==> config.mk <==
export PLATFORM = sky130hd
export DESIGN_NAME = c2i_queue
export DESIGN_NICKNAME = d
export VERILOG_FILES = /design/src/rtl/col2im_accumulator_core_macros.svh /design/src/rtl/c2i_pkg.sv /design/src/rtl/c2i_queue.sv
export SDC_FILE = /design/constraint.sdc
export NUM_CORES = 1
export LEC_CHECK = 0
export ABC_AREA = 1
export ABC_CLOCK_PERIOD_IN_PS = 7200
export BUFFER_PORTS_ARGS = -buffer_cell sky130_fd_sc_hd__buf_2
export CAP_MARGIN = 20
export CORE_MARGIN = 1
export CORE_UTILIZATION = 56
export CTS_CLUSTER_SIZE = 8
export DETAILED_ROUTE_END_ITERATION = 12
export GPL_TIMING_DRIVEN = 1
export PLACE_DENSITY = 0.85
export SLEW_MARGIN = 5
export SYNTH_ARGS = -nofsm -noshare
export SYNTH_HDL_FRONTEND = slang
export SYNTH_SLANG_ARGS = --single-unit
==> constraint.sdc <==
create_clock -name clock -period 7.2 [get_ports clock]
set_clock_uncertainty 0.05 [all_clocks]
set_input_delay 0.36 -clock clock [delete_from_list [all_inputs] [get_ports clock]]
set_output_delay 0.36 -clock clock [all_outputs]
set_load 0.005 [all_outputs]
==> src/rtl/col2im_accumulator_core_macros.svh <==
// ----------------------------------------------------------------------------
// Assertion macros for the col2im accumulator core
// Concurrent checks that are compiled out for synthesis.
// ----------------------------------------------------------------------------
`ifndef COL2IM_ACCUMULATOR_CORE_MACROS_SVH
`define COL2IM_ACCUMULATOR_CORE_MACROS_SVH

`ifndef SYNTHESIS
// Same-cycle implication.
`define C2I_ASSERT_IMP(label, clk, rst, ante, cons, msg) \
   label: assert property (@(posedge clk) disable iff (rst) (ante) |-> (cons)) else $error(msg);
// Next-cycle implication.
`define C2I_ASSERT_NEXT(label, clk, rst, ante, cons, msg) \
   label: assert property (@(posedge clk) disable iff (rst) (ante) |=> cons) else $error(msg);
`else
`define C2I_ASSERT_IMP(label, clk, rst, ante, cons, msg)
`define C2I_ASSERT_NEXT(label, clk, rst, ante, cons, msg)
`endif

`endif

==> src/rtl/c2i_pkg.sv <==
// ----------------------------------------------------------------------------
// c2i_pkg
// Types and constants shared by the col2im accumulator modules.
// ----------------------------------------------------------------------------
`default_nettype none

package c2i_pkg;

   localparam int MAX_KERNEL  = 8;
   localparam int MAX_COL_DIM = 64;

   // Index width of an image position after the range check (image size <= 127).
   localparam int POS_W       = 7;
   localparam int CSR_INDEX_W = 3;
   localparam int CSR_DATA_W  = 7;

   localparam logic [1:0] MODE_FILL = 2'd0;
   localparam logic [1:0] MODE_ACC  = 2'd1;
   localparam logic [1:0] MODE_READ = 2'd2;

   localparam logic [CSR_INDEX_W-1:0] REG_IMAGE_HEIGHT  = 3'd0;
   localparam logic [CSR_INDEX_W-1:0] REG_IMAGE_WIDTH   = 3'd1;
   localparam logic [CSR_INDEX_W-1:0] REG_PAD_ROWS      = 3'd2;
   localparam logic [CSR_INDEX_W-1:0] REG_PAD_COLS      = 3'd3;
   localparam logic [CSR_INDEX_W-1:0] REG_STRIDE_ROWS   = 3'd4;
   localparam logic [CSR_INDEX_W-1:0] REG_STRIDE_COLS   = 3'd5;
   localparam logic [CSR_INDEX_W-1:0] REG_DILATION_ROWS = 3'd6;
   localparam logic [CSR_INDEX_W-1:0] REG_DILATION_COLS = 3'd7;

   typedef enum logic [1:0] {
      OP_NONE = 2'd0,
      OP_FILL = 2'd1,
      OP_ACC  = 2'd2,
      OP_READ = 2'd3
   } op_type;

   typedef struct packed {
      logic [1:0]         mode;
      logic [3:0]         channel;
      logic [2:0]         kernel_row;
      logic [2:0]         kernel_col;
      logic [5:0]         col_row;
      logic [5:0]         col_col;
      logic [5:0]         image_row;
      logic [5:0]         image_col;
      logic signed [31:0] value;
   } req_type;

   typedef struct packed {
      logic signed [31:0] pixel_value;
      logic               in_range;
   } rsp_type;

   // One classified command as it waits between front and back.
   typedef struct packed {
      op_type             op;
      logic [3:0]         channel;
      logic [POS_W-1:0]   row;
      logic [POS_W-1:0]   col;
      logic signed [31:0] value;
   } cmd_type;

   typedef struct packed {
      logic       empty;
      logic       full;
      logic [1:0] count;
   } queue_status_type;

endpackage

`default_nettype wire

==> src/rtl/c2i_queue.sv <==
// ----------------------------------------------------------------------------
// c2i_queue
// Two-entry command queue between the front and the back.
// ----------------------------------------------------------------------------
`default_nettype none

module c2i_queue
   import c2i_pkg::*;
(
   input  wire logic       clock,
   input  wire logic       reset,
   input  wire logic       push,
   input  wire cmd_type    push_cmd,
   input  wire logic       pop,
   output cmd_type         head,
   output queue_status_type status
);

   cmd_type    entry_ff [2];
   logic       wr_ptr_ff, wr_ptr_in;
   logic       rd_ptr_ff, rd_ptr_in;
   logic [1:0] count_ff, count_in;

   always_comb begin
      wr_ptr_in = push ? !wr_ptr_ff : wr_ptr_ff;
      rd_ptr_in = pop  ? !rd_ptr_ff : rd_ptr_ff;
      count_in  = count_ff + 2'(push) - 2'(pop);
   end

   always_ff @(posedge clock) begin
      if (reset) begin
         wr_ptr_ff <= 1'b0;
         rd_ptr_ff <= 1'b0;
         count_ff  <= 2'd0;
      end else begin
         wr_ptr_ff <= wr_ptr_in;
         rd_ptr_ff <= rd_ptr_in;
         count_ff  <= count_in;
      end
   end

   always_ff @(posedge clock) begin
      if (push) begin
         entry_ff[wr_ptr_ff] <= push_cmd;
      end
   end

   assign head         = entry_ff[rd_ptr_ff];
   assign status.empty = (count_ff == 2'd0);
   assign status.full  = (count_ff == 2'd2);
   assign status.count = count_ff;

endmodule

`default_nettype wire

# Yosys cells after proc, flatten, opt, wreduce, memory -nomap -nowiden

Memories as Yosys holds them, arrays and structs flattened. A register that Yosys moved wholly into a read port is not among the register bits.
Index checks and enable logic that the tools add are counted.

RAM bits: 104
Bits in latches: 0
ROM bits: 0
Input port bits: 56
Flip-flop bits (word level): 4
Memories kept: 1
Word-level logic and storage cells: 14
Output and inout port bits: 56

Memory list:

| memory   | depth | bits a word | rd ports | clocked after Yosys merged registers in | wr ports | line            | RTL |
|---|---|---|---|---|---|---|---|
| entry_ff | 2     | 52          | 1        | 1                                       | 1        | c2i_queue.sv:19 | `cmd_type entry_ff [2];` |

Shift-type cells: 0
Eq/ne operators: 1
Div/mod/pow operators: 0
Bitwise operators: 0
Reduce and logical (&&, ||, !) cells: 3
Add/sub/neg operators: 2
$lt $le $gt $ge: 0
Muxes and demuxes: 4
$mul: 0

Operators with widths:

| operator                                    | number |
|---|---|
| 1-bit 2-to-1 mux                            | 4 |
| 2-bit by 1-bit adder with 2-bit output      | 1 |
| 2-bit equality test, second input constant  | 1 |
| 1-bit logical NOT                           | 2 |
| 2-bit logical NOT                           | 1 |
| 2-bit by 1-bit subtractor with 2-bit output | 1 |

# Depth between registers and ports, before layout

Gate-level depths: netlist of run 1.

Depth after elaboration: 3
Mapped depth: 7
Mapped depth without buffers: 7

# Least setup slack after synthesis of run 1

No wires, ideal clock.

Path kind: in2reg
From: in push
To: mem entry_ff[0][0] in the netlist's numbering (enable)
Required time: 6687 ps
Stages: 2
Buffers on the path: 0
Slack: 4103 ps
Arrival time: 2583 ps
Library setup time: 463 ps
Path through: inv_1 -> nor2_1

Longest elaborated chain between the ends: 2

RTL lines:

| element                                | line            | RTL |
|---|---|---|
| start, declared                        | c2i_queue.sv:12 | `input wire logic push,` |
| 1-bit 2-to-1 mux                       | c2i_queue.sv:43 | `if (push) begin` |
| 1-bit 2-to-1 mux (implied by the code) | c2i_queue.sv:44 | `entry_ff[wr_ptr_ff] <= push_cmd;` |
| end, declared                          | c2i_queue.sv:19 |  |

No other way between the ends.

==> results of run 1 <==
layer usage:
| metal | up-vias | GRT usage |
|---|---|---|
| met1 | 1008 | 0.192 |
| met5 | - | 0 |
| li1 | 972 | - |
| met2 | 74 | 0.287 |
| met4 | 2 | 0.0792 |
| met3 | 11 | 0.0480 |
worst paths after layout:
path	from	slack, ns	end
min	push_cmd[15]	0.13	entry_ff[0][15]
max reg2reg	wr_ptr_ff	5.73	entry_ff[0][30]
min reg2reg	rd_ptr_ff	0.48	rd_ptr_ff
max	flip-flop	4.89	head[51]
state kept, by name, summed over array words and instances (netlist names), named ones only:
signal / cells
count_ff: 2
entry_ff: 104
rd_ptr_ff: 1
wr_ptr_ff: 1
cells by family after synthesis:
group,Yosys count
AO/OA/AOI/OAI,1
multiplexers,52
buffers and inverters,14
XOR/XNOR,1
adder cells (fa/ha/maj),2
flip-flops,109
AND/OR/NAND/NOR,14
per-stage QoR:
stage	hold slack, ns	cells	area, sq um
6_report	0.134	415	5060
5_1_grt	0.109	415	5060
4_1_cts	0.114	414	5040
3_5_place_dp	0.462	398	4820
3_3_place_gp	0.442	398	4820
2_1_floorplan	0.381	193	4230
worst max-delay path, cell delays in order, from the launching register on:
cell     delay (ns)
dfxtp_4        0.99
mux2_2         0.41
buf_2          0.12
cell usage after synthesis:
master	count	area share
dfxtp_1	5	0.024
edfxtp_1	104	0.74
nor2_1	8	0.0071
nor3_1	1	0.0012
nand3_1	1	0.0012
inv_1	8	0.0071
a21oi_1	1	0.0012
mux2_4	50	0.18
xnor2_1	1	0.0021
buf_6	1	0.0027
nand2_1	4	0.0035
buf_12	5	0.024
mux2_2	2	0.0053
ha_1	2	0.0059
where the power goes:
part           leakage (nW)  switching (W)  internal, W  total [W]
combinational         0.920      0.0000538    0.0000873   0.000141
clock                 0.111       0.000202     0.000201   0.000403
sequential             1.02      0.0000251     0.000733   0.000758
cell type report:
class	instances	area, sq um	area share
clock buffer	9	124	0.0245
clock inverter	7	103	0.0203
inverter	8	30.0	0.00593
multi-input combinational	70	875	0.173
sequential	109	3230	0.637
tap	99	124	0.0245
timing repair buffer	113	583	0.115
==> flow_summary.yaml, run 1 <==
worst_setup_path:
  required_ns: 6.79
  ff2ff_path_depth: 2
  path_class: "flip-flop to output pin"
  end_kind: "output pin"
  cp-start-kind: "flip-flop"
  crit_fanout: 52
  cp.arrival_ns: 1.90
clocking:
  cts_made_buffers: 9
  cts_max_level: 3
  clock_sinks: 109
  cts.hold.buffers_added: 0
  ctsResizeCount: 0
  clkLatencyLatePin_ns: 0.35
  clk_pin_slew_ns: 0.10
  cts_tree: "built"
  root_buffer: "clkbuf_8"
  post_cts_buffers: 0
  cts_buffer_depth: 2
pwr:
  peakVddDrop_v: 0.000142
  total_power_w: 0.00130
  power_density_nw_per_um2: 257
  leakagePower_nw: 2.05
cells_and_area:
  final_nets: 369
  fillers: 501
  drive_above_1_share: 0.582
  layout_commonest_cell: "buf_2"
  final_cell_mix: "buf_2, edfxtp_1, mux2_4"
  area_growth_pct: 19.7
  final_core_util: 0.695
  diodes: 0
floorplan:
  die_area_sq_um: 7910
  die_h_microns: 88.9
  rows: 31
  die_w_microns: 88.9
  coreArea_sq_um: 7290
  io_pins: 112
  initial_core_util: 0.580
route:
  met3_length_microns: 361
  drtAntennaViolNets: 0
  drcViolationCount: 0
  finalWirelength_mm: 6.42
  met1_length_mm: 2.66
  wl_met2_mm: 3.30
  wire_per_inst_microns: 15.5
  dr.first_iter.drc_count: 87
  avgViaCountPerCell: 4.98
  drtPass1Iterations: 4
  vias: 2067
  dr.max_layer_used: "met5"
synthesis:
  syn_avg_cell_area_sq_um: 21.9
  ys_types: 14
  netlist_instances: 193
  synth-seq-area-share: 0.762
  synth_top_family_by_area: "multiplexers"
  synth-seq-cells: 109
  synthMuxAreaShare: 0.183
  synthAdderAreaFrac: 0.00591
  synth_compound_gate_area_share: 0.00118
  synth_nets: 251
  yosysWarnings: 0
  synth_xor_area_frac: 0.00207
  yosys.area_share.simple: 0.0130
  syn_area_sq_um: 4230
timing:
  fmax_ghz: 0.434
  setup_ws_ns: 4.89
  final.min_clock_period_ns: 2.31
  setup_viol_count_final: 0
  hold_violations: 0
  tightestPinTransition_ns: 0.949
  fin_tns_setup_ns: 0
  final_max_slew_viol_count: 0
  maxSlewHeadroom: 0.368
  rsz0062_at_grt: "no"
  finalCritPeriodShare: 0.320
global_routing:
  grt_first_pass_wirelength_mm: 9.37
  track_usage: 0.166
  antenna_found_initial: 1
  gr-total-overflow: 0
  grt_start_max_net_pins: 54
  grt_pass1_vias: 2045
hold_path:
  hp-class: "primary input to flip-flop"
  min_path_cells: 1
placement:
  post-place-ws_ns: 5.24
  gp_congestion: 0.656
  port_buffers: 111
  dp_hpwl_mm: 4.08
flow_run:
  max_cap_violations: 0
run_status:
  status: "completed"
Power figures use the tool's default switching activity.
==> run 2, diff against run 1 <==
- ABC_CLOCK_PERIOD_IN_PS: 7200 -> 1950
- CORE_UTILIZATION: 56 -> 47
- PLACE_DENSITY: 0.85 -> 0.76
- clock period: 7.2 -> 1.95 ns (I/O delays scaled with it)
==> flow_summary.yaml, run 2 (same netlist as run 1, synthesis figures left out) <==
timing:
  finalCritPeriodShare: 0.898
  setup_viol_count_final: 0
  rsz0062_at_grt: "no"
  final_max_slew_viol_count: 0
  fmax_ghz: 0.571
  fin_tns_setup_ns: 0
  setup_ws_ns: 0.198
  hold_violations: 0
  final.min_clock_period_ns: 1.75
  maxSlewHeadroom: 0.720
  tightestPinTransition_ns: 0.420
run_status:
  status: "completed"
global_routing:
  track_usage: 0.156
  grt_pass1_vias: 2344
  gr-total-overflow: 0
  grt_use_met2: 0.270
  met3_usage: 0.0361
  grt_first_pass_wirelength_mm: 11.1
  use_met1: 0.184
  grt_start_max_net_pins: 53
  gr-max-usage-layer: "met2"
  antenna_found_initial: 0
placement:
  port_buffers: 111
  gp_congestion: 0.654
  post-place-ws_ns: 0.603
  dp_hpwl_mm: 4.22
  dp_cells: 411
clocking:
  ctsResizeCount: 0
  clock_sinks: 109
  cts_made_buffers: 9
  cts.hold.buffers_added: 56
  root_buffer: "clkbuf_8"
  cts_buffer_depth: 2
  clk_pin_slew_ns: 0.09
  cts_max_level: 3
  cts_tree: "built"
  clkLatencyLatePin_ns: 0.35
  post_cts_buffers: 0
cells_and_area:
  diodes: 0
  final_nets: 428
  top_regs: "entry_ff: 104 flops, count_ff: 2 flops"
  largest_register_ffs: 104
  layout_commonest_cell: "buf_2"
  drive_above_1_share: 0.495
  final_cell_mix: "buf_2, edfxtp_1, dlygate4sd3_1"
  fillers: 618
  top_register: "entry_ff"
  area_growth_pct: 32.8
  layoutNonFillerInstCount: 482
floorplan:
  io_pins: 112
  initial_core_util: 0.485
  coreArea_sq_um: 8720
  die_area_sq_um: 9390
  die_h_microns: 96.9
  die_w_microns: 96.9
  rows: 34
worst_setup_path:
  crit_slowest_cell: "mux2_2"
  path_cells: "buf_12 -> mux2_2 -> buf_2"
  cpLargestDelayFamily: "buffers and inverters"
  crit_fanout: 52
  slowest_delay_ns: 0.38
  r2r-start: "wr_ptr_ff"
  required_ns: 1.80
  cp-start-kind: "flip-flop"
  end_kind: "output pin"
  path_class: "flip-flop to output pin"
  path_buf_inv: 2
  cp.arrival_ns: 1.60
pwr:
  total_power_w: 0.00472
  peakVddDrop_v: 0.000500
  leakagePower_nw: 2.28
  power_density_nw_per_um2: 839
hold_path:
  hp-start: "push_cmd[20]"
  hp-class: "primary input to flip-flop"
route:
  vias: 2253
  finalWirelength_mm: 7.04
  drtAntennaViolNets: 0
  drcViolationCount: 0
  wire_per_inst_microns: 14.6
  drtPass1Iterations: 4
  avgViaCountPerCell: 4.67
  dr.first_iter.drc_count: 100
flow_run:
  max_cap_violations: 0
## run 2: final cells by class
class	count	area (sq um)	share of cell area
Tap cell	108	135	0.0240
Inverter	8	30.0	0.00534
Sequential cell	109	3230	0.574
Clock buffer	9	124	0.0220
Timing Repair Buffer	172	1170	0.207
Multi-Input combinational cell	70	875	0.156
Clock inverter	6	63.8	0.0114
## run 2: worst reg2reg max path, cell delays in order, from the launching register on
cell     delay [ns]
dfxtp_1        0.41
nand2_1        0.08
inv_2          0.06
buf_4          0.37
## run 2: report_power, final
part           switching, W  internal (W)  total (W)
Sequential        0.0000374       0.00270    0.00274
Combinational      0.000272      0.000401   0.000673
Clock              0.000716      0.000588    0.00130
Total               0.00103       0.00369    0.00472
## run 2: per-stage QoR
stage               instance area, sq um  hold WS [ns]  utilization
floorplan                           4240         0.119            -
global placement                    4870         0.235        0.559
detailed placement                  4870         0.239        0.559
CTS                                 5620         0.384        0.644
global route                        5620         0.401        0.644
finish                              5620         0.411        0.644
## run 2: path summary, 6_finish.rpt
check | cells past startpoint | to | slack [ns]
max reg2reg | 3 | entry_ff[1][14] | 0.63
max | 3 | head[0] | 0.20
min | 2 | entry_ff[1][20] | 0.41
min reg2reg | 2 | rd_ptr_ff | 0.49
## run 2: per-layer routing
layer,part of all wire,vias up
met2,0.52,78
met4,0.011,0
met1,0.42,1082
met5,0,-
li1,-,1085
met3,0.045,8
==> run 3, diff against run 2 <==
- CELL_PAD_IN_SITES_DETAIL_PLACEMENT: default -> 0
- CELL_PAD_IN_SITES_GLOBAL_PLACEMENT: default -> 1
- CORE_UTILIZATION: 47 -> 40
- PLACE_DENSITY: 0.76 -> 0.77
==> flow_summary.yaml, run 3 (same netlist as run 1, synthesis figures left out) <==
timing:
  final_max_slew_viol_count: 0
  fin_tns_setup_ns: 0
  hold_violations: 0
  finalCritPeriodShare: 0.910
  maxSlewHeadroom: 0.722
  setup_viol_count_final: 0
  fmax_ghz: 0.564
  rsz0062_at_grt: "no"
  tightestPinTransition_ns: 0.417
  final.min_clock_period_ns: 1.77
  fin_hold_ws_ns: 0.397
clocking:
  root_buffer: "clkbuf_8"
  cts_tree: "built"
  post_cts_buffers: 0
  clkLatencyLatePin_ns: 0.36
  clock_sinks: 109
  clk_pin_slew_ns: 0.11
  cts_buffer_depth: 2
  cts_max_level: 3
  cts_made_buffers: 9
placement:
  port_buffers: 111
  dp_hpwl_mm: 4.60
  gp_congestion: 0.658
cells_and_area:
  final-seq-area_sq_um: 3230
  top_regs: "entry_ff: 104 flops, count_ff: 2 flops"
  diodes: 0
  fillers: 835
  layout_commonest_cell: "buf_2"
  final_cell_mix: "buf_2, edfxtp_1, dlygate4sd3_1"
  multi_input_area_sq_um: 875
  final_nets: 429
  area_growth_pct: 34.4
  drive_above_1_share: 0.500
  largest_register_ffs: 104
  top_register: "entry_ff"
hold_path:
  hp-class: "primary input to flip-flop"
  min_path_cells: 2
worst_setup_path:
  crit_fanout: 22
  slowest_delay_ns: 0.55
  crit_slowest_cell: "dfxtp_4"
  cp.arrival_ns: 1.63
  ff2ff_path_depth: 3
  end_kind: "output pin"
  cpLargestDelayFamily: "flip-flops"
  path_cells: "buf_12 -> mux2_4 -> buf_2"
  required_ns: 1.80
  path_class: "flip-flop to output pin"
  path_buf_inv: 2
  cp-start-kind: "flip-flop"
  worst-path-stages: 3
pwr:
  pwr-share-clk: 0.272
  p_sw_frac: 0.233
  power_density_nw_per_um2: 827
  peakVddDrop_v: 0.000404
  p_int_w: 0.00361
  total_power_w: 0.00470
  seqPwrFrac: 0.586
  p_switching_w: 0.00109
  leakagePower_nw: 2.30
  comb_power_share: 0.142
floorplan:
  die_w_microns: 105
  coreArea_sq_um: 10300
  rows: 37
  initial_core_util: 0.412
  io_pins: 112
  die_area_sq_um: 11000
  die_h_microns: 105
route:
  finalWirelength_mm: 6.99
  wire_per_inst_microns: 13.6
  vias: 2257
  drtPass1Iterations: 4
  drcViolationCount: 0
  drtAntennaViolNets: 0
  avgViaCountPerCell: 4.41
  dr.first_iter.drc_count: 71
global_routing:
  grt_pass1_vias: 2359
  track_usage: 0.136
  grt_start_max_net_pins: 39
  grt_first_pass_wirelength_mm: 11.2
  gr-total-overflow: 0
  antenna_found_initial: 0
flow_run:
  max_cap_violations: 0
run_status:
  status: "completed"
-- run 3: final cells by class --
| cell class | count | area share |
|---|---|---|
| Clock inverter | 7 | 0.0114 |
| Tap cell | 136 | 0.0299 |
| Inverter | 8 | 0.00528 |
| Sequential cell | 109 | 0.567 |
| Clock buffer | 9 | 0.0218 |
| Timing Repair Buffer | 173 | 0.211 |
| Multi-Input combinational cell | 70 | 0.154 |
-- run 3: what timing repair did --
action,in CTS,in global routing
hold buffers,56,0
endpoints found under the setup margin,0,0
resized for setup,0,0
hold endpoints to repair,109,0
-- run 3: stage by stage --
| step | worst slack, ns | util | std cells | cell area [sq um] |
|---|---|---|---|---|
| 6_report | 0.176 | 0.554 | 512 | 5690 |
| 3_3_place_gp | 0.559 | 0.481 | 440 | 4940 |
| 5_1_grt | 0.101 | 0.554 | 512 | 5690 |
| 4_1_cts | 0.135 | 0.554 | 512 | 5690 |
| 3_5_place_dp | 0.543 | 0.481 | 440 | 4940 |
| 2_1_floorplan | 0.0266 | - | 193 | 4240 |
-- run 3: path summary, 6_finish.rpt --
path	from	endpoint	slack, ns
max	flip-flop	head[16]	0.18
min	push_cmd[2]	entry_ff[1][2]	0.40
max reg2reg	rd_ptr_ff	flip-flop	0.67
min reg2reg	rd_ptr_ff	rd_ptr_ff	0.49
-- run 3: power groups by stage --
stage               registers, W  logic [W]  clock network, W
floorplan                0.00279   0.000388                 0
global placement         0.00281   0.000579                 0
detailed placement       0.00281   0.000589                 0
CTS                      0.00276   0.000680           0.00133
global route             0.00277   0.000727           0.00141
finish                   0.00276   0.000668           0.00128
-- run 3: per-layer routing --
metal,up-vias,GRT usage,share of wire
met4,0,0.0604,0.017
met3,10,0.0299,0.055
met2,81,0.228,0.50
li1,1091,-,-
met5,-,0,0
met1,1075,0.168,0.42
