===== src/rtl/col2im_accumulator_core_macros.svh =====
// ----------------------------------------------------------------------------
// Assertion macros for the col2im accumulator core
// Concurrent checks that are compiled out for synthesis.
// ----------------------------------------------------------------------------
`ifndef COL2IM_ACCUMULATOR_CORE_MACROS_SVH
`define COL2IM_ACCUMULATOR_CORE_MACROS_SVH

`ifndef SYNTHESIS
// Same-cycle implication.
`define C2I_ASSERT_IMP(label, clk, rst, ante, cons, msg) \
   label: assert property (@(posedge clk) disable iff (rst) (ante) |-> (cons)) else $error(msg);
// Next-cycle implication.
`define C2I_ASSERT_NEXT(label, clk, rst, ante, cons, msg) \
   label: assert property (@(posedge clk) disable iff (rst) (ante) |=> cons) else $error(msg);
`else
`define C2I_ASSERT_IMP(label, clk, rst, ante, cons, msg)
`define C2I_ASSERT_NEXT(label, clk, rst, ante, cons, msg)
`endif

`endif


===== src/rtl/c2i_pkg.sv =====
// ----------------------------------------------------------------------------
// c2i_pkg
// Types and constants shared by the col2im accumulator modules.
// ----------------------------------------------------------------------------
`default_nettype none

package c2i_pkg;

   localparam int MAX_KERNEL  = 8;
   localparam int MAX_COL_DIM = 64;

   // Index width of an image position after the range check (image size <= 127).
   localparam int POS_W       = 7;
   localparam int CSR_INDEX_W = 3;
   localparam int CSR_DATA_W  = 7;

   localparam logic [1:0] MODE_FILL = 2'd0;
   localparam logic [1:0] MODE_ACC  = 2'd1;
   localparam logic [1:0] MODE_READ = 2'd2;

   localparam logic [CSR_INDEX_W-1:0] REG_IMAGE_HEIGHT  = 3'd0;
   localparam logic [CSR_INDEX_W-1:0] REG_IMAGE_WIDTH   = 3'd1;
   localparam logic [CSR_INDEX_W-1:0] REG_PAD_ROWS      = 3'd2;
   localparam logic [CSR_INDEX_W-1:0] REG_PAD_COLS      = 3'd3;
   localparam logic [CSR_INDEX_W-1:0] REG_STRIDE_ROWS   = 3'd4;
   localparam logic [CSR_INDEX_W-1:0] REG_STRIDE_COLS   = 3'd5;
   localparam logic [CSR_INDEX_W-1:0] REG_DILATION_ROWS = 3'd6;
   localparam logic [CSR_INDEX_W-1:0] REG_DILATION_COLS = 3'd7;

   typedef enum logic [1:0] {
      OP_NONE = 2'd0,
      OP_FILL = 2'd1,
      OP_ACC  = 2'd2,
      OP_READ = 2'd3
   } op_type;

   typedef struct packed {
      logic [1:0]         mode;
      logic [3:0]         channel;
      logic [2:0]         kernel_row;
      logic [2:0]         kernel_col;
      logic [5:0]         col_row;
      logic [5:0]         col_col;
      logic [5:0]         image_row;
      logic [5:0]         image_col;
      logic signed [31:0] value;
   } req_type;

   typedef struct packed {
      logic signed [31:0] pixel_value;
      logic               in_range;
   } rsp_type;

   // One classified command as it waits between front and back.
   typedef struct packed {
      op_type             op;
      logic [3:0]         channel;
      logic [POS_W-1:0]   row;
      logic [POS_W-1:0]   col;
      logic signed [31:0] value;
   } cmd_type;

   typedef struct packed {
      logic       empty;
      logic       full;
      logic [1:0] count;
   } queue_status_type;

endpackage

`default_nettype wire


===== src/rtl/c2i_front.sv =====
// ----------------------------------------------------------------------------
// c2i_front
// Configuration registers, position mapping and request classification.
// ----------------------------------------------------------------------------
`default_nettype none

module c2i_front
   import c2i_pkg::*;
#(
   parameter int MAX_CHANNELS  = 16,
   parameter int MAX_IMAGE_DIM = 64
) (
   input  wire logic                   clock,
   input  wire logic                   reset,
   input  wire logic                   csr_valid,
   output logic                        csr_ready,
   input  wire logic [CSR_INDEX_W-1:0] csr_index,
   input  wire logic [CSR_DATA_W-1:0]  csr_wdata,
   input  wire logic                   req_valid,
   output logic                        req_stall,
   input  wire req_type                req_payload,
   input  wire queue_status_type       q_status,
   output logic                        q_push,
   output cmd_type                     q_cmd
);

   logic [6:0] image_height_ff, image_width_ff;
   logic [3:0] pad_rows_ff, pad_cols_ff;
   logic [3:0] stride_rows_ff, stride_cols_ff;
   logic [3:0] dilation_rows_ff, dilation_cols_ff;

   logic [6:0]  height_used, width_used;
   logic [11:0] row_pos, col_pos;
   logic        ch_ok, tap_ok, acc_inside, read_inside;

   assign csr_ready = 1'b1;

   always_ff @(posedge clock) begin
      if (reset) begin
         image_height_ff  <= 7'd64;
         image_width_ff   <= 7'd64;
         pad_rows_ff      <= 4'd0;
         pad_cols_ff      <= 4'd0;
         stride_rows_ff   <= 4'd1;
         stride_cols_ff   <= 4'd1;
         dilation_rows_ff <= 4'd1;
         dilation_cols_ff <= 4'd1;
      end else if (csr_valid && csr_ready) begin
         case (csr_index)
            REG_IMAGE_HEIGHT:  image_height_ff  <= csr_wdata;
            REG_IMAGE_WIDTH:   image_width_ff   <= csr_wdata;
            REG_PAD_ROWS:      pad_rows_ff      <= csr_wdata[3:0];
            REG_PAD_COLS:      pad_cols_ff      <= csr_wdata[3:0];
            REG_STRIDE_ROWS:   stride_rows_ff   <= csr_wdata[3:0];
            REG_STRIDE_COLS:   stride_cols_ff   <= csr_wdata[3:0];
            REG_DILATION_ROWS: dilation_rows_ff <= csr_wdata[3:0];
            REG_DILATION_COLS: dilation_cols_ff <= csr_wdata[3:0];
            default: ;
         endcase
      end
   end

   // Image size in use, clamped to the store's plane size.
   assign height_used = (int'(image_height_ff) > MAX_IMAGE_DIM) ?
                        7'(MAX_IMAGE_DIM) : image_height_ff;
   assign width_used  = (int'(image_width_ff) > MAX_IMAGE_DIM) ?
                        7'(MAX_IMAGE_DIM) : image_width_ff;

   // Mapped position; bit 11 set means the padding pushed it negative.
   assign row_pos = 12'(req_payload.col_row) * 12'(stride_rows_ff)
                  + 12'(req_payload.kernel_row) * 12'(dilation_rows_ff)
                  - 12'(pad_rows_ff);
   assign col_pos = 12'(req_payload.col_col) * 12'(stride_cols_ff)
                  + 12'(req_payload.kernel_col) * 12'(dilation_cols_ff)
                  - 12'(pad_cols_ff);

   assign ch_ok  = int'(req_payload.channel) < MAX_CHANNELS;
   assign tap_ok = (int'(req_payload.kernel_row) < MAX_KERNEL)
                && (int'(req_payload.kernel_col) < MAX_KERNEL)
                && (int'(req_payload.col_row) < MAX_COL_DIM)
                && (int'(req_payload.col_col) < MAX_COL_DIM);

   assign acc_inside  = tap_ok
                     && !row_pos[11] && (row_pos < 12'(height_used))
                     && !col_pos[11] && (col_pos < 12'(width_used));
   assign read_inside = ({1'b0, req_payload.image_row} < height_used)
                     && ({1'b0, req_payload.image_col} < width_used);

   always_comb begin
      q_cmd         = '0;
      q_cmd.op      = OP_NONE;
      q_cmd.channel = req_payload.channel;
      q_cmd.value   = req_payload.value;
      case (req_payload.mode)
         MODE_FILL: begin
            if (ch_ok) begin
               q_cmd.op = OP_FILL;
            end
         end
         MODE_ACC: begin
            if (ch_ok && acc_inside) begin
               q_cmd.op  = OP_ACC;
               q_cmd.row = row_pos[POS_W-1:0];
               q_cmd.col = col_pos[POS_W-1:0];
            end
         end
         MODE_READ: begin
            if (ch_ok && read_inside) begin
               q_cmd.op  = OP_READ;
               q_cmd.row = POS_W'(req_payload.image_row);
               q_cmd.col = POS_W'(req_payload.image_col);
            end
         end
         default: ;
      endcase
   end

   assign req_stall = q_status.full;
   assign q_push    = req_valid && !q_status.full;

endmodule

`default_nettype wire


===== config.mk =====
export PLATFORM = sky130hd
export DESIGN_NAME = c2i_front
export DESIGN_NICKNAME = d
export VERILOG_FILES = /design/src/rtl/col2im_accumulator_core_macros.svh /design/src/rtl/c2i_pkg.sv /design/src/rtl/c2i_front.sv
export SDC_FILE = /design/constraint.sdc
export NUM_CORES = 1
export LEC_CHECK = 0
export ABC_AREA = 1
export BUFFER_PORTS_ARGS = -buffer_cell sky130_fd_sc_hd__buf_4
export CAP_MARGIN = 20
export CORE_UTILIZATION = 50
export DETAILED_ROUTE_END_ITERATION = 10
export PLACE_DENSITY = 0.79
export RECOVER_POWER = 25
export SETUP_SLACK_MARGIN = 0.02
export SLEW_MARGIN = 25
export SYNTH_ARGS = -nofsm -noshare
export SYNTH_HDL_FRONTEND = slang
export SYNTH_SLANG_ARGS = --single-unit

===== constraint.sdc =====
create_clock -name clock -period 8.3 [get_ports clock]
set_input_delay 0.415 -clock clock [delete_from_list [all_inputs] [get_ports clock]]
set_output_delay 0.415 -clock clock [all_outputs]
set_load 0.02 [all_outputs]

# Word level (Yosys, flattened, before mapping)
# Cells that the tools add are included.
# W data, S select, Z words.
[classes]
add_sub_neg = 4
n_mul = 4
div = 0
magnitude_cmp = 6
eq_ne = 9
shift = 0
n_mux = 8
bitwise = 0
n_reduce_logical = 18
[ops]
columns = ["op", "n"]
rows = [
  ["$pmux W14 S2", 1],
  ["$lt A12 B7 Y1", 2],
  ["$sub A11 B4 Y12", 2],
  ["$add A10 B7 Y11", 2],
  ["$mul A6 B4 Y10", 2],
  ["$reduce_and A2 Y1", 8],
  ["$gt A7 B7 Y1 const B", 2],
  ["$lt A6 B7 Y1", 2],
  ["$mul A3 B4 Y7", 2],
  ["$mux W14", 1],
  ["$mux W7", 2],
  ["$mux W13", 1],
  ["$eq A3 B3 Y1 const B", 4],
  ["$eq A3 B2 Y1 const B", 2],
  ["$pmux W2 S3", 1],
  ["$logic_and A1 B1 Y1", 5],
  ["$mux W2", 2],
  ["$eq A3 B1 Y1 const B", 1],
  ["$logic_not A1 Y1", 3],
  ["$logic_not A3 Y1", 1],
  ["$eq A2 B1 Y1 const B", 1],
  ["$eq A2 B2 Y1 const B", 1],
  ["$logic_not A2 Y1", 1],
]
[totals]
ff_bits = 38
latch_bits = 0
ram_bits = 0
romBits = 0
wordCells = 57
mem_count = 0

# Longest topological paths before layout
# Gate-level depths: netlist of the first run.
[depth]
depth_word = 9
depth_mapped = 26

# Worst setup path after synthesis of the first run
# Ideal clock, no wire load.
[synth_timing]
path_type = "input-to-output"
from = "in req_payload[61] (netlist bit)"
to = "out q_cmd[38] (netlist bit)"
arrival_time_ns = 4.897
slack_ns = 2.988
cell_stages = 25
path_cell_list = "nand2_1 fa_1 inv_1 fa_1 inv_1 fa_1 fa_1 inv_1 ha_1 inv_1 fa_1 inv_1 nand3_1 nand3_1 xor2_1 ha_1 nor3b_1 nand2_1 nor2_1 nand2_1 nor2_2 nand4_2 nor2_4 nand2_1 nor2_1"
[synth_lines]
columns = ["element", "line", "text"]
rows = [
  ["start: declaration", "c2i_front.sv:21", "input wire req_type req_payload,"],
  ["end: declaration", "c2i_front.sv:24", "output cmd_type q_cmd"],
]

==> run metrics, run 1 <==
Clock Path Buffers=2; hold depth=3; worst path required time=7890 ps; clock skew=0 ps; Synth-to-Final Area Change=7.41%; Internal Power=569 µW; Post-synth EDFFs=0; Syn Nets=1093; final period utilization=74.1%; post-DR vias/cell=4.90; Synth cell types=31; hold_sp=csr_wdata[6]; Post-CTS Setup Bufs=0; Final Cell Area=0.00644 mm²; Die Span Y=112 µm; Netlist Area Pre-Place=0.00600 mm²; startpoint types=flop; Setup Crit Path Kind=flop to output port; clk sinks=38; post-synth top area cell=fa_1; Slew @ Worst Pin=929 ps; post-synth top area share=17.4%; via count of the first global-routing pass=4792; ys flop type=dfxtp_1; failing checks=DRC; max incr delay on CP=520 ps; first-pass iteration count of the detailed router=8; Final Hold Vio Count=0; Async SR Flop Fraction=0%; DRT Wirelength=12.4 mm; Syn Inst Count=879; area of placed instances=0.00631 mm²; I/O pins=141; unrepaired setup endpoints after global routing=false; initial drt markers=240; GRT overflow=0; Starting Density=51.9%; endpoints failing setup=0; hpwl dp=10.7 mm; layout cell share with drive strength beyond 1=11.9%; initial antenna violation count=0; NumNets Final=1112; syn_area_per_cell=6.82 µm²; leak pwr=0.00380 µW; Sequential Power Share=18.2%; reg2reg start=image_height_ff[6]; largest net degree at the start of global routing=39; Worst path slowest cell=fa_1; die footprint=0.0124 mm²; Setup TNS=0 ps; post-CTS resize count=0; CP arrival=5740 ps; Finished Layout Cells=1041; CTS Root Buffer Type=clkbuf_16; maxcap violations=0; reg2reg path depth=2; Hold Path End=image_height_ff[6]; clock network power share=16.6%; Reg clk slew, reported paths=60 ps; ranking of synthesized cells by area=fa_1 17%, ha_1 16%, inv_1 13%; DR vias=5104; Filler Cells Inserted=1120; min cycle time layout=6150 ps; post-route antenna net violation count=0; Worst Path Max Fanout=13; Sw Pwr=511 µW; cts-stage hold buffer count=0; max-slew violation count=0; switch share=47.3%; Routability Congestion=0.843; drc violations=12; outcome=finished with violations; clk_lat worst skew=280 ps; FF-to-FF setup slack=7490 ps; Comb pwr share=65.2%; Cell Rows=39; HP Class=input pin to flop; max_slew headroom=38.1%; Yosys reg bits=38; FF-to-FF End=image_height_ff[6]; Die W=112 µm; H-tree Lvls=2; Fmax achieved=162 MHz; cts bufs inserted=5; YS warnings=0; core area=0.0116 mm²; Placed Instances=1034; first-pass GRT wire length=21.4 mm; CP endpoint kind=output port; routed length per placed instance=11.9 µm; leading cell types by count after synthesis=205 x inv_1, 205 x nand2_1, 90 x nor2_1; diodes inserted=0; pwr/cell area=168 mW/mm²; Port Buffers=64; overall power=1080 µW; TritonCTS clock tree=done; Worst IR Drop VDD=0.000103 V; sequential-to-total area share from yosys stat=12.7%; GRT Total Usage=20.7%
sequential cells by signal, summed over array words and instances (netlist names):
name / count
dilation_rows_ff: 4
image_width_ff: 7
stride_rows_ff: 4
image_height_ff: 7
stride_cols_ff: 4
dilation_cols_ff: 4
pad_cols_ff: 4
pad_rows_ff: 4
worst max-delay path: cells and delay by family, from the launching register on:
kind,cells,cell delay [ps]
adder cells (fa/ha/maj),7,2820
AND/OR/NAND/NOR,12,1680
buffers and inverters,6,490
flip-flops,1,380
XOR/XNOR,1,100
cell usage in the layout (no fill, tap or decap):
| cell type | netlist | layout |
|---|---|---|
| nor2_1 | 90 | 90 |
| nand2_1 | 205 | 205 |
| o21ai_0 | 34 | 34 |
| a21oi_1 | 20 | 20 |
| nand3_1 | 30 | 30 |
| clkinv_2 | 0 | 2 |
| o21bai_1 | 2 | 2 |
| nand4_1 | 22 | 22 |
| a21oi_2 | 1 | 1 |
| nand3_2 | 12 | 12 |
| a221oi_1 | 1 | 1 |
| nand3b_1 | 3 | 3 |
| fa_1 | 52 | 52 |
| clkbuf_16 | 0 | 5 |
| conb_1 | 1 | 1 |
| xnor2_1 | 1 | 1 |
| xor2_1 | 6 | 6 |
| buf_4 | 39 | 64 |
| nor3b_1 | 1 | 1 |
| dfxtp_1 | 38 | 38 |
| nand4_2 | 2 | 2 |
| ha_1 | 76 | 76 |
| nor2_4 | 2 | 2 |
| inv_1 | 205 | 205 |
| o211ai_1 | 4 | 4 |
| nand2_2 | 11 | 11 |
| inv_2 | 2 | 2 |
| nor2_2 | 4 | 4 |
| a21oi_4 | 1 | 1 |
| a41oi_2 | 0 | 1 |
per-layer routing:
| layer | track usage, % | vias up | part of all wire, % |
|---|---|---|---|
| met2 | 35.7 | 109 | 46 |
| met5 | 0 | - | 0 |
| met1 | 28.2 | 2314 | 48 |
| met4 | 5.77 | 0 | 1.4 |
| met3 | 1.09 | 11 | 4.3 |
| li1 | - | 2670 | - |
through the flow:
step                utilization, %  worst slack [ps]  hold slack, ps
finish                        55.7              2150             377
global route                  55.7              1670             386
CTS                           55.7              2130             373
detailed placement            54.5              2290             469
global placement              54.5              2360             461
floorplan                        -              2990             435
power by group through the flow:
stage	Clock, µW	Combinational, µW	Sequential, µW
6_report	179	704	196
5_1_grt	186	814	197
4_1_cts	182	708	196
3_5_place_dp	0	704	200
3_3_place_gp	0	688	199
2_1_floorplan	0	583	197
cells by family after synthesis:
kind of cell / after synthesis / share of synthesized area (%)
simple gates: 382 / 28.1
buf+inv: 259 / 18.9
fa+ha+maj: 128 / 33.2
compound gates: 64 / 5.97
flops: 38 / 12.7
xor+xnor: 7 / 1.02
other cells: 1 / 0.0625
worst max path at each step:
stage | from | end | slack (ps) | cells past startpoint
finish | dilation_rows_ff[0] | q_cmd[38] | 2150 | 26
global placement | req_payload[61] | q_cmd[38] | 2360 | 27
CTS | dilation_rows_ff[0] | q_cmd[45] | 2130 | 26
detailed placement | req_payload[61] | q_cmd[45] | 2290 | 27
global route | dilation_rows_ff[0] | q_cmd[45] | 1670 | 26
floorplan | req_payload[61] | q_cmd[38] | 2990 | 25
final cells by class:
| type | instances | area [µm²] | area share [%] |
|---|---|---|---|
| clock buffer | 5 | 125 | 1.94 |
| tap | 143 | 179 | 2.78 |
| sequential | 38 | 761 | 11.8 |
| multi-input combinational | 582 | 4110 | 63.8 |
| clock inverter | 2 | 10.0 | 0.155 |
| timing repair buffer | 64 | 480 | 7.46 |
| inverter | 207 | 777 | 12.1 |
(Power assumes the default switching activity.)
==> inputs of run 2 (changes only) <==
clock period = 5.8 ns   (was 8.3 ns; I/O delays follow)
==> run metrics, run 2 (same netlist as run 1, synthesis figures left out) <==
outcome=finished with violations; failing checks=DRC; diodes inserted=0 (unchanged); max-slew violation count=0 (unchanged); TritonCTS clock tree=done; FF-to-FF End=stride_cols_ff[1]; worst path required time=5510 ps (-2380 ps); DR vias=5241 (+2.7%); Port Buffers=64 (unchanged); top flop regs=image_height_ff (7), image_width_ff (7); clock network power share=15.7% (-0.9 points); startpoint types=flop; DRT Wirelength=13.0 mm (+4.5%); HP Class=input pin to flop; reg2reg path depth=2 (unchanged); CTS Root Buffer Type=clkbuf_16; H-tree Lvls=2 (unchanged); endpoints failing setup=0 (unchanged); leak pwr=0.00386 µW (+1.7%); Starting Density=51.9% (unchanged); I/O pins=141 (unchanged); Clock Path Buffers=2 (unchanged); initial drt markers=276 (+15%); pre-CTS setup slack=149 ps (-2140 ps); final period utilization=95.0%; Die Span Y=112 µm (unchanged); min cycle time layout=5510 ps; hold depth=3 (unchanged); first-pass iteration count of the detailed router=8 (unchanged); post-DR vias/cell=4.99 (+1.8%); Filler Cells Inserted=1062 (-5.2%); initial antenna violation count=0 (unchanged); max_slew headroom=29.4% (-8.7 points); reg2reg start=stride_cols_ff[1]; Finished Layout Cells=1050 (+0.86%); area of placed instances=0.00632 mm² (+0.24%); Routability Congestion=0.859 (+1.9%); clock skew=0 ps (unchanged); die footprint=0.0124 mm² (unchanged); most frequent cells in the layout=202 x inv_1, 195 x nand2_1, 88 x nor2_1; largest net degree at the start of global routing=39 (unchanged); Slew @ Worst Pin=1060 ps (+130 ps); clk sinks=38 (unchanged); routed length per placed instance=12.4 µm (+3.6%); Synth-to-Final Area Change=11.4%; maxcap violations=0 (unchanged); post-route antenna net violation count=0 (unchanged); Cell Rows=39 (unchanged); GRT Total Usage=21.2% (+0.46 points); CP arrival=5220 ps (-520 ps); Internal Power=852 µW (+50%); switch share=47.5% (+0.26 points); Die W=112 µm (unchanged); Hold Path End=image_width_ff[6]; FF-to-FF setup slack=4960 ps (-2530 ps); GRT overflow=0 (unchanged); Final Cell Area=0.00668 mm² (+3.7%); pwr/cell area=243 mW/mm² (+45%); Placed Instances=1036 (+0.19%); core area=0.0116 mm² (unchanged); hpwl dp=10.8 mm (+1.5%); cts bufs inserted=5 (unchanged); Worst Path Max Fanout=7 (-6); Worst IR Drop VDD=0.000133 V (+29%); Comb pwr share=67.1% (+1.9 points); hold_sp=csr_wdata[6]; layout cell share with drive strength beyond 1=17.3% (+5.4 points); first-pass GRT wire length=21.9 mm (+2.2%); drc violations=12 (unchanged); unrepaired setup endpoints after global routing=false; most common library cell in the layout ignoring fill and taps=inv_1; Reg clk slew, reported paths=60 ps (about the same); clk_lat worst skew=270 ps (about the same); Final Util=57.8% (+2.1 points); Sequential Power Share=17.2% (-1.0 points); Sw Pwr=772 µW (+51%); via count of the first global-routing pass=4947 (+3.2%); Setup TNS=0 ps (unchanged); Final Hold Vio Count=0 (unchanged); NumNets Final=1121 (+0.81%); Setup Crit Path Kind=flop to output port; Worst Setup Slack, final=292 ps (-1850 ps); Fmax achieved=182 MHz; CP endpoint kind=output port
[run 2: cell types whose count changed in the layout (fill, tap and decap cells not counted), moves of 4 or more]
cell,previous run,this run
dfxtp_1,38,27
nand2_1,205,195
dfxtp_2,0,9
nand2_2,11,20
buf_6,0,6
nand3_1,30,25
nand3_2,12,17
ha_1,76,72
[run 2: worst max-delay path by stage]
stage / startpoint / to / cells after the start
detailed placement: req_payload[61] / q_cmd[38] / 28
finish: stride_cols_ff[3] / q_cmd[45] / 24
CTS: dilation_rows_ff[0] / q_cmd[38] / 27
global placement: req_payload[61] / q_cmd[45] / 28
floorplan: dilation_rows_ff[0] / q_cmd[38] / 25
global route: dilation_cols_ff[1] / q_cmd[45] / 23
[run 2: worst max-delay path, cell delays in order (launching register included)]
cell and delay, ps:
dfxtp_4 340, buf_4 150, nand2_1 70, inv_1 40, ha_1 270, inv_1 40, fa_1 470, inv_1 60
fa_1 520, inv_1 50, fa_1 520, inv_1 40, ha_1 390, nand2_1 100, nand3_1 130, xor2_1 310
ha_1 310, a21oi_1 140, nand3b_1 170, nand4_2 150, nor2_4 160, buf_6 170, nand2_4 80, nor2_4 140
buf_6 120
[run 2: metal layers]
| metal | track usage, % | vias to the layer above | wire (µm) |
|---|---|---|---|
| met2 | 36.8 | 148 | 6170 |
| li1 | - | 2679 | - |
| met1 | 28.5 | 2399 | 5870 |
| met5 | 0 | - | 0 |
| met4 | 5.95 | 0 | 198 |
| met3 | 1.31 | 15 | 743 |
[run 2: final cells by class]
class | instances | area, µm² | share of cell area (%)
clock buffers | 5 | 125 | 1.87
flip-flops and latches | 38 | 779 | 11.7
clock inverters | 2 | 10.0 | 0.150
well taps | 143 | 179 | 2.68
multi-input cells | 582 | 4240 | 63.5
inverters | 207 | 777 | 11.6
repair buffers | 73 | 571 | 8.54
[run 2: what timing repair did]
item                                    4_1_cts  5_1_grt
gates cloned                                  0        0
endpoints found under the setup margin       14       14
buffers inserted                              0        7
pin swaps                                     0       25
resized for setup                             5       49
hold buffers                                  0        0
[run 2: stage by stage]
step / hold WS, ps / total power (µW)
2_1_floorplan: 420 / 1120
3_3_place_gp: 470 / 1270
3_5_place_dp: 479 / 1300
4_1_cts: 245 / 1560
5_1_grt: 271 / 1800
6_report: 245 / 1620
[run 2: power groups by stage]
stage                     Clock (µW)  Combinational [µW]  Sequential, µW
final                            254                1090             280
after global routing             265                1250             281
after CTS                        257                1020             280
after detailed placement           0                1010             286
after global placement             0                 984             285
after floorplan                    0                 834             282
